==> src/rtl/nfars_pkg.sv <==
// Shared types, codes and helpers for the NFA regex search block.
package nfars_pkg;

  localparam int INST_MAX = 64;
  localparam int TEXT_MAX = 1024;
  localparam int PC_W     = 6;
  localparam int LEN_W    = 11;
  localparam int TADDR_W  = 10;

  localparam logic [7:0] NL_BYTE    = 8'h0A;
  localparam logic [7:0] UNDERSCORE = 8'h5F;

  localparam logic [1:0] FUNC_LOAD   = 2'd0;
  localparam logic [1:0] FUNC_APPEND = 2'd1;
  localparam logic [1:0] FUNC_SEARCH = 2'd2;
  localparam logic [1:0] FUNC_UNUSED = 2'd3;

  localparam logic [3:0] OP_MATCH   = 4'd0;
  localparam logic [3:0] OP_BYTE    = 4'd1;
  localparam logic [3:0] OP_RANGE   = 4'd2;
  localparam logic [3:0] OP_ANY_NNL = 4'd3;
  localparam logic [3:0] OP_ANY     = 4'd4;
  localparam logic [3:0] OP_NOP     = 4'd5;
  localparam logic [3:0] OP_ALT     = 4'd6;
  localparam logic [3:0] OP_CAPTURE = 4'd7;
  localparam logic [3:0] OP_ASSERT  = 4'd8;
  localparam logic [3:0] OP_FAIL    = 4'd9;

  typedef struct packed {
    logic [3:0]      op;
    logic [PC_W-1:0] nm;
    logic [PC_W-1:0] na;
    logic [7:0]      lo;
    logic [7:0]      hi;
    logic [5:0]      af;
  } inst_t;

  // text context at the current position
  typedef struct packed {
    logic       at_begin;
    logic       at_end;
    logic       bol;
    logic       eol;
    logic       left_word;
    logic       cur_word;
    logic [7:0] cur_byte;
  } ctx_t;

  typedef struct packed {
    logic is_match;
    logic eps_main;
    logic eps_alt;
    logic take;
  } step_t;

  function automatic logic word_byte(logic [7:0] c);
    return (c >= 8'h61 && c <= 8'h7A) || (c >= 8'h41 && c <= 8'h5A) ||
           (c >= 8'h30 && c <= 8'h39) || c == UNDERSCORE;
  endfunction

  function automatic logic [PC_W-1:0] low_index(logic [INST_MAX-1:0] m);
    logic [PC_W-1:0] r;
    r = '0;
    for (int i = INST_MAX - 1; i >= 0; i--) begin
      if (m[i]) r = PC_W'(i);
    end
    return r;
  endfunction

endpackage

==> src/rtl/nfars_prog_mem.sv <==
// Program store: one write port, one registered read port.
module nfars_prog_mem (
  input  logic                     clk,
  input  logic                     we,
  input  logic [nfars_pkg::PC_W-1:0] waddr,
  input  nfars_pkg::inst_t         wdata,
  input  logic [nfars_pkg::PC_W-1:0] raddr,
  output nfars_pkg::inst_t         rdata
);
  nfars_pkg::inst_t mem [nfars_pkg::INST_MAX];

  always_ff @(posedge clk) begin
    if (we) mem[waddr] <= wdata;
    rdata <= mem[raddr];
  end
endmodule

==> config.mk <==
export PLATFORM = sky130hd
export DESIGN_NAME = nfars_prog_mem
export DESIGN_NICKNAME = d
export VERILOG_FILES = /design/src/rtl/nfars_pkg.sv /design/src/rtl/nfars_prog_mem.sv
export SDC_FILE = /design/constraint.sdc
export NUM_CORES = 2
export LEC_CHECK = 0
export BUFFER_PORTS_ARGS = -buffer_cell sky130_fd_sc_hd__buf_2
export CORE_MARGIN = 1
export CORE_UTILIZATION = 65
export CTS_BUF_LIST = sky130_fd_sc_hd__clkbuf_8
export DETAILED_ROUTE_END_ITERATION = 6
export PLACE_DENSITY_LB_ADDON = 0.2
export SYNTH_ARGS = -nofsm -noshare
export SYNTH_HDL_FRONTEND = slang
export SYNTH_SLANG_ARGS = --single-unit
export TNS_END_PERCENT = 30
==> constraint.sdc <==
create_clock -name clk -period 7.5 [get_ports clk]
set_clock_uncertainty 0.15 [all_clocks]
set_input_delay 0.75 -clock clk [delete_from_list [all_inputs] [get_ports clk]]
set_output_delay 0.75 -clock clk [all_outputs]
set_load 0.03 [all_outputs]
==> results_dict.tcl <==
set metrics [dict create \
    status "completed" \
    slew_viol_final 0 \
    wl_met2_mm 111 \
    drtIter0Drc 6595 \
    yosysTopAreaCell "edfxtp_1" \
    drc 0 \
    path_class "in2reg" \
    avgSynthCellArea_um2 23.3 \
    yosys.area_share.simple 0.0120 \
    postRouteAntennaNets 0 \
    die_w_um 380 \
    power_density_mw_per_mm2 261 \
    worstSkewPairLatency_ns 1.05 \
    synthToLayoutAreaGrowth_pct 10.8 \
    cp-start-kind "input pin" \
    grt_overflow 0 \
    m1WireLength_mm 83.0 \
    coreArea_mm2 0.142 \
    period_minus_slack_ns 3.11 \
    detail_route.first_pass.iterations 6 \
    dp_slack_ns 3.32 \
    synth_top_family_by_area "multiplexers" \
    worstMarginPinSlew_ns 1.29 \
    finalSetupViolCount 0 \
    r2r_start "mem[45][9]$_DFFE_PP_" \
    row_count 138 \
    initial_core_util 0.656 \
    ys_ff_latch 2470 \
    synth-xor-area-share 0 \
    grt_antenna_before_repair 15 \
    endpoint_kind "flip-flop" \
    ios 90 \
    syn_inst 3989 \
    setup_tns_ns 0 \
    cts.clk_slew.worst_paths_ns 0.06 \
    synth_compound_area_frac 0.0249 \
    vias 45700 \
    cts_max_path_buffers 4 \
    highest_layer "met5" \
    final.period_utilization 0.415 \
    cts_resized 0 \
    fmax_mhz 321 \
    cts_setup_buffers 0 \
    hold_buffers 0 \
    critPathLaunch "raddr[0]" \
    p_leak_uw 0.0327 \
    ys_top_cells_by_count "2,432 x edfxtp_1, 608 x mux4_2, 138 x a22oi_1, 127 x nor2_1, 100 x o22ai_1" \
    setup_slack_ns 4.39 \
    netlist.area_leader.share 0.786 \
    cp.arrival_ns 3.84 \
    finish.net_count 4405 \
    synth_area_leaders "edfxtp_1 79%, mux4_2 15%, a22oi_1 1.1%" \
    min_path_type "in2reg" \
    cts_tree "yes" \
    drive_above_1_share 0.294 \
    grtUsageTotal 0.325 \
    drv_cap 0 \
    synth_mux_area_frac 0.157 \
    htree_num_levels 5 \
    cts-root-buf "clkbuf_8" \
    dp.final_hpwl_mm 122 \
    hp-start "waddr[2]" \
    wl_per_cell_um 35.3 \
    grt_pass1_wl_mm 327 \
    synth.cell_area_mm2 0.0929 \
    grt_max_degree 108 \
    critPathMaxFanout 66 \
    first_global_vias 45600 \
    synthFlopType "edfxtp_1" \
    async_flop_share 0 \
    port_buffers 89 \
    yosysSeqAreaShare 0.794 \
    numCtsBuffers 387 \
    routed_wl_mm 231 \
    synthAdderAreaFrac 0 \
    ir_drop_mv 0.184 \
    gp_congestion 0.817 \
    yosys_warnings 0 \
    crit_required_ns 8.23 \
    ys_types 31 \
    syn_nets 4041 \
    die_h_um 380 \
    cts_sinks 2470 \
    vias_per_cell 6.97 \
    hold_viol 0 \
    die_area_mm2 0.144 \
    met3_length_mm 28.0 \
    yosysMostFrequentCell "edfxtp_1" \
    relSlewSlack 0.141 \
    rsz0062_at_grt "false" \
    synth_edf_count 2432 \
]
layout by cell type, fill, tap and decap left out, drive strengths merged, types with 9 or more instances in the layout:
cell type	count
nand2b	9
dfxtp	38
edfxtp	2432
nand2	76
mux2	24
clkinv	108
nor2	127
a21oi	72
o221ai	32
o22ai	100
nor3	9
a22oi	138
buf	194
diode	19
mux2i	63
nor2b	9
inv	145
mux4	608
clkbuf	413
nand3	10
final timing paths:
path	to	slack, ns	cells after the start
worst max-delay path	rdata[22]$_DFF_P_	4.39	7
worst min-delay path	mem[49][26]$_DFFE_PP_	0.14	2
worst max register to register	rdata[9]$_DFF_P_	5.05	5
worst min register to register	rdata[35]$_DFF_P_	0.67	5
cells by family (layout without fill, tap and decap cells):
kind of cell / Yosys count / count (layout)
flip-flops: 2470 / 2470
multiplexers: 695 / 695
AO/OA/AOI/OAI: 344 / 344
AND/OR/NAND/NOR: 260 / 260
buffers and inverters: 220 / 868
other: 0 / 19
routing by layer:
metal,GRT usage,vias to the layer above
met1,0.460,23900
met3,0.0728,520
li1,-,17900
met5,0,-
met4,0.131,4
met2,0.504,3296
worst max-delay path, cell delays in order:
cell and delay [ns]:
buf_8 0.57, buf_4 0.59, mux4_2 0.59, a22oi_1 0.26, nand2_1 0.09, o22ai_1 0.68, nor2_1 0.13
where the power goes:
part | leakage, uW | total [uW] | switching (uW) | internal (uW)
Combinational | 0.00648 | 1380 | 904 | 473
Sequential | 0.0222 | 15400 | 67.5 | 15300
Clock | 0.00404 | 10200 | 4980 | 5180
Total | 0.0327 | 26900 | 5950 | 21000
per-stage QoR:
step,total power (uW),std cells,utilization,hold slack [ns],cell area (um2)
floorplan,16400,3989,-,0.626,92900
global placement,17000,5854,0.678,0.677,96100
detailed placement,17000,5854,0.678,0.670,96100
CTS,27000,6527,0.726,0.0181,103000
global route,27600,6532,0.726,0.0850,103000
finish,26900,6546,0.727,0.136,103000
area by class of cell:
class	count	area, um2
Tap cell	1890	2360
Antenna cell	19	47.5
Timing Repair Buffer	194	1440
Clock inverter	260	1160
Multi-Input combinational cell	1299	18500
Clock buffer	413	5680
Inverter	1	3.75
Sequential cell	2470	73800
Fill cell	7766	38700
registers in the layout, indices dropped and copies added (netlist names):
register,flops
mem,2432
rdata,38
(Power assumes the default switching activity.)
